## config.mk

```make
export PLATFORM = sky130hd
export DESIGN_NAME = bfba_lsb_find
export DESIGN_NICKNAME = d
export VERILOG_FILES = /design/src/rtl/bfba_pkg.sv /design/src/rtl/bfba_lsb_find.sv
export SDC_FILE = /design/constraint.sdc
export NUM_CORES = 1
export LEC_CHECK = 0
export ABC_AREA = 1
export BUFFER_PORTS_ARGS = -buffer_cell sky130_fd_sc_hd__buf_2
export CAP_MARGIN = 20
export CELL_PAD_IN_SITES_DETAIL_PLACEMENT = 1
export CELL_PAD_IN_SITES_GLOBAL_PLACEMENT = 1
export CORE_MARGIN = 2
export CORE_UTILIZATION = 28
export DETAILED_ROUTE_END_ITERATION = 6
export PLACE_DENSITY_LB_ADDON = 0.05
export SLEW_MARGIN = 20
export SYNTH_ARGS = -nofsm -noshare
export SYNTH_HDL_FRONTEND = slang
export SYNTH_SLANG_ARGS = --single-unit
```

## constraint.sdc

```tcl
create_clock -name vclk -period 3
set_input_delay 0.6 -clock vclk [all_inputs]
set_output_delay 0.6 -clock vclk [all_outputs]
set_load 0.01 [all_outputs]
```

## src/rtl/bfba_pkg.sv

```systemverilog
// Shared types, codes and constants of the bitmap free-block allocator.
`timescale 1ns / 1ps

package bfba_pkg;

    // Default sizes
    localparam int MAX_BLOCKS_DEF  = 32768;
    localparam int STACK_DEPTH_DEF = 64;

    // Field and word widths
    localparam int WORD_W    = 64;
    localparam int BIT_W     = 6;
    localparam int IDX_W     = 15;
    localparam int POS_W     = 16;
    localparam int CFG_W     = 16;
    localparam int BATCH_W   = 7;
    localparam int REQ_W     = 3;
    localparam int STATUS_W  = 2;
    localparam int CFG_IDX_W = 3;
    localparam int S_DATA_W  = 16;
    localparam int M_DATA_W  = 32;

    // Request kinds; codes 6 and 7 change nothing and return an ST_OK result
    typedef enum logic [REQ_W-1:0] {
        REQ_CHECK  = 3'd0,
        REQ_SET    = 3'd1,
        REQ_CLEAR  = 3'd2,
        REQ_PUSH   = 3'd3,
        REQ_POP    = 3'd4,
        REQ_REFILL = 3'd5
    } req_t;

    // Result status codes
    typedef enum logic [STATUS_W-1:0] {
        ST_OK      = 2'd0,
        ST_EMPTY   = 2'd1,
        ST_FULL    = 2'd2,
        ST_SKIPPED = 2'd3
    } status_t;

    // Configuration register indexes
    localparam logic [CFG_IDX_W-1:0] CFG_NUM_BLOCKS = 3'd0;
    localparam logic [CFG_IDX_W-1:0] CFG_FREE_TOTAL = 3'd1;
    localparam logic [CFG_IDX_W-1:0] CFG_BATCH      = 3'd2;
    localparam logic [CFG_IDX_W-1:0] CFG_START_POS  = 3'd3;
    localparam logic [CFG_IDX_W-1:0] CFG_START_USED = 3'd4;

    // Sequencer states
    typedef enum logic [3:0] {
        S_CLEAR,
        S_IDLE,
        S_DISPATCH,
        S_WRAP_Q,
        S_WRAP_R,
        S_MAP_RD,
        S_MAP_MOD,
        S_POP_RD,
        S_RF_RD,
        S_RF_LOAD,
        S_RF_FIND,
        S_RESP
    } state_t;

    // Lowest-set-bit search result
    typedef struct packed {
        logic             found;
        logic [BIT_W-1:0] pos;
    } lsb_res_t;

endpackage

```

## src/rtl/bfba_lsb_find.sv

```systemverilog
// Lowest set bit search over one bitmap word, as two 8-way priority levels.
`timescale 1ns / 1ps

module bfba_lsb_find
(
    input  logic [bfba_pkg::WORD_W-1:0] vec,
    output bfba_pkg::lsb_res_t          res
);

    localparam int GRP   = 8;
    localparam int GRP_N = bfba_pkg::WORD_W / GRP;

    logic [GRP_N-1:0] grp_any;
    logic [2:0]       grp_sel;
    logic [2:0]       bit_sel;
    logic [GRP-1:0]   grp_bits;

    // Flag each byte that holds a candidate
    always_comb
    begin
        for (int g = 0; g < GRP_N; g++)
        begin
            grp_any[g] = |vec[g*GRP +: GRP];
        end
    end

    // Pick the lowest byte, then the lowest bit inside it
    always_comb
    begin
        grp_sel = 3'd0;
        bit_sel = 3'd0;
        for (int g = GRP_N - 1; g >= 0; g--)
        begin
            if (grp_any[g])
            begin
                grp_sel = 3'(g);
            end
        end
        grp_bits = vec[{grp_sel, 3'b000} +: GRP];
        for (int b = GRP - 1; b >= 0; b--)
        begin
            if (grp_bits[b])
            begin
                bit_sel = 3'(b);
            end
        end
    end

    assign res.found = |grp_any;
    assign res.pos   = {grp_sel, bit_sel};

endmodule

```

==> impl_metrics.env <==
export IMPL_status="finished with violations"
export IMPL_violations="setup timing"
export IMPL_rows=23
export IMPL_seq_cells=0
export IMPL_fmax_ghz=0.307
export IMPL_die_w_um=67.6
export IMPL_io_pins=71
export IMPL_first_pass_iters=4
export IMPL_peakVddDrop_mv=0.0440
export IMPL_hp_class="in2out"
export IMPL_crit_slowest_cell="nor4_4"
export IMPL_final_layout_size_suffix_gt1_frac=0.618
export IMPL_avgSynthCellArea_sq_um=5.15
export IMPL_finalCritPeriodShare=1.09
export IMPL_syn_cell_area_sq_um=1130
export IMPL_p_per_area_nw_per_um2=84.3
export IMPL_wl_mm=6.09
export IMPL_fill_cells=570
export IMPL_p_int_uw=103
export IMPL_multi_input_area_sq_um=1130
export IMPL_grt_first_pass_wirelength_mm=8.25
export IMPL_setup_tns_ps=-653
export IMPL_worst_path_largest_cell_delay_ps=320
export IMPL_grt_overflow_total=0
export IMPL_criticalPathCategory="in2out"
export IMPL_initial_core_util=0.288
export IMPL_swShare=0.463
export IMPL_place_ws_ps=-276
export IMPL_fin_cells=401
export IMPL_vias=1951
export IMPL_post_dp_cell_area_sq_um=1940
export IMPL_drv_slew=0
export IMPL_final_cell_mix="buf_2 (63), buf_4 (62), nand2_1 (42), nor2_1 (26), nand3_1 (25)"
export IMPL_grt_pass1_vias=1870
export IMPL_path_max_fanout=7
export IMPL_ys_types=34
export IMPL_antenna_found_initial=0
export IMPL_worstSetupStartpointType="input port"
export IMPL_avgRoutedWirePerCell_um=15.2
export IMPL_die_h_um=67.6
export IMPL_worst_setup_path_end_kind="output port"
export IMPL_nNetsFinal=417
export IMPL_fin_crit_ps=3260
export IMPL_p_total_uw=192
export IMPL_diodes=0
export IMPL_cp_cell_sequence="buf_2 > nor4_4 > and2_4 > nand2_4 > nand2_4 > nand2_8 > buf_12 > o21ai_4 > nor2_4 > nor3b_4 > o21ai_4 > nor2_4 > o21ai_2 > nor2_2 > buf_2"
export IMPL_area_delta_synth_final_pct=101
export IMPL_hold_ws_ps=1590
export IMPL_p_seq_frac=0
export IMPL_setup_viol=3
export IMPL_p_leak_nw=1.19
export IMPL_detail_route_iter0_violations=57
export IMPL_relSlewSlack=0.803
export IMPL_comb_power_share=1.000
export IMPL_nClkBuffers=0
export IMPL_final_common_cell="buf_2"
export IMPL_fin_area_sq_um=2280
export IMPL_rsz0062_at_grt="yes"
export IMPL_ant_nets=0
export IMPL_synth_fp_nets=284
export IMPL_final_util=0.579
export IMPL_yosysSeqAreaShare=0
export IMPL_dpl_hpwl_mm=4.16
export IMPL_grt_max_degree=20
export IMPL_required_ps=2400
export IMPL_worstPathArrival_ps=2660
export IMPL_track_usage=0.234
export IMPL_via_per_inst=4.87
export IMPL_p_sw_uw=89.0
export IMPL_finalWorstSetupSlack_ps=-256
export IMPL_power_share_clock=0
export IMPL_yosysTopAreaCell="nand2_1"
export IMPL_die_area_sq_um=4570
export IMPL_max_cap_violations=0
export IMPL_regArea_sq_um=0
export IMPL_post_route_drc_count=0
export IMPL_yosysTopAreaCellShare=0.185
export IMPL_gp_congestion=0.788
export IMPL_hold_viol=0
export IMPL_yosysWarningCount=0
export IMPL_port_buffers=71
export IMPL_tightest_slew_ps=293
export IMPL_syn_inst=220
export IMPL_core_area_sq_um=3940
export IMPL_placed_cells=394
export IMPL_netlist_top_cells_area="nand2_1 (19%), nand3_1 (14%), nor2_1 (12%)"
-- power by group through the flow --
stage | registers [mW] | clock network (mW) | logic [mW]
2_1_floorplan | 0 | 0 | 0.0528
3_3_place_gp | 0 | 0 | 0.153
3_5_place_dp | 0 | 0 | 0.157
4_1_cts | 0 | 0 | 0.165
5_1_grt | 0 | 0 | 0.209
6_report | 0 | 0 | 0.192
-- Yosys cell counts, drive strengths merged --
| master | instances |
|---|---|
| nand3 | 32 |
| nor4 | 4 |
| inv | 35 |
| or2 | 1 |
| o211ai | 4 |
| buf | 6 |
| a221oi | 1 |
| nand4 | 2 |
| o21ai | 13 |
| nor3b | 1 |
| nor2 | 45 |
| nor3 | 3 |
| and2 | 2 |
| a21oi | 4 |
| and3 | 1 |
| nand2 | 63 |
| clkinv | 1 |
| a211oi | 1 |
| o221ai | 1 |
-- routing by layer --
| layer | wire length (um) | part of all wire | vias up | global-route usage |
|---|---|---|---|---|
| met5 | 0 | 0 | - | 0 |
| li1 | - | - | 973 | - |
| met2 | 3340 | 0.55 | 52 | 0.474 |
| met1 | 2490 | 0.41 | 918 | 0.282 |
| met3 | 166 | 0.027 | 8 | 0.00167 |
| met4 | 99 | 0.016 | 0 | 0.0102 |
-- worst paths after layout --
path | slack [ps] | to | cells after the start | startpoint
max | -260 | res[2] | 15 | vec[21]
min | 1590 | res[0] | 5 | vec[8]
-- area by class of cell --
| type | instances | share of cell area |
|---|---|---|
| inverters | 36 | 0.0641 |
| multi-input cells | 178 | 0.493 |
| well taps | 50 | 0.0274 |
| repair buffers | 137 | 0.415 |
-- critical path, delay by kind of cell --
| kind | cells | cell delay, ps |
|---|---|---|
| buffers and inverters | 3 | 410 |
| AND/OR/NAND/NOR | 9 | 1270 |
| AO/OA/AOI/OAI | 3 | 340 |
-- cell families (layout without fill, tap and decap cells) --
| kind of cell | Yosys count | in the layout | share of synthesized area |
|---|---|---|---|
| AO/OA/AOI/OAI | 24 | 24 | 0.160 |
| buffers and inverters | 42 | 173 | 0.188 |
| AND/OR/NAND/NOR | 154 | 154 | 0.652 |
-- repair_timing --
item,in CTS,in global routing
setup buffers,3,4
hold endpoints to repair,0,0
gates resized for setup,17,54
hold buffers,0,0
setup endpoints to repair,3,3
pin swaps,6,32
cloned,1,1
Note: power is estimated with default switching activity, not from simulation.
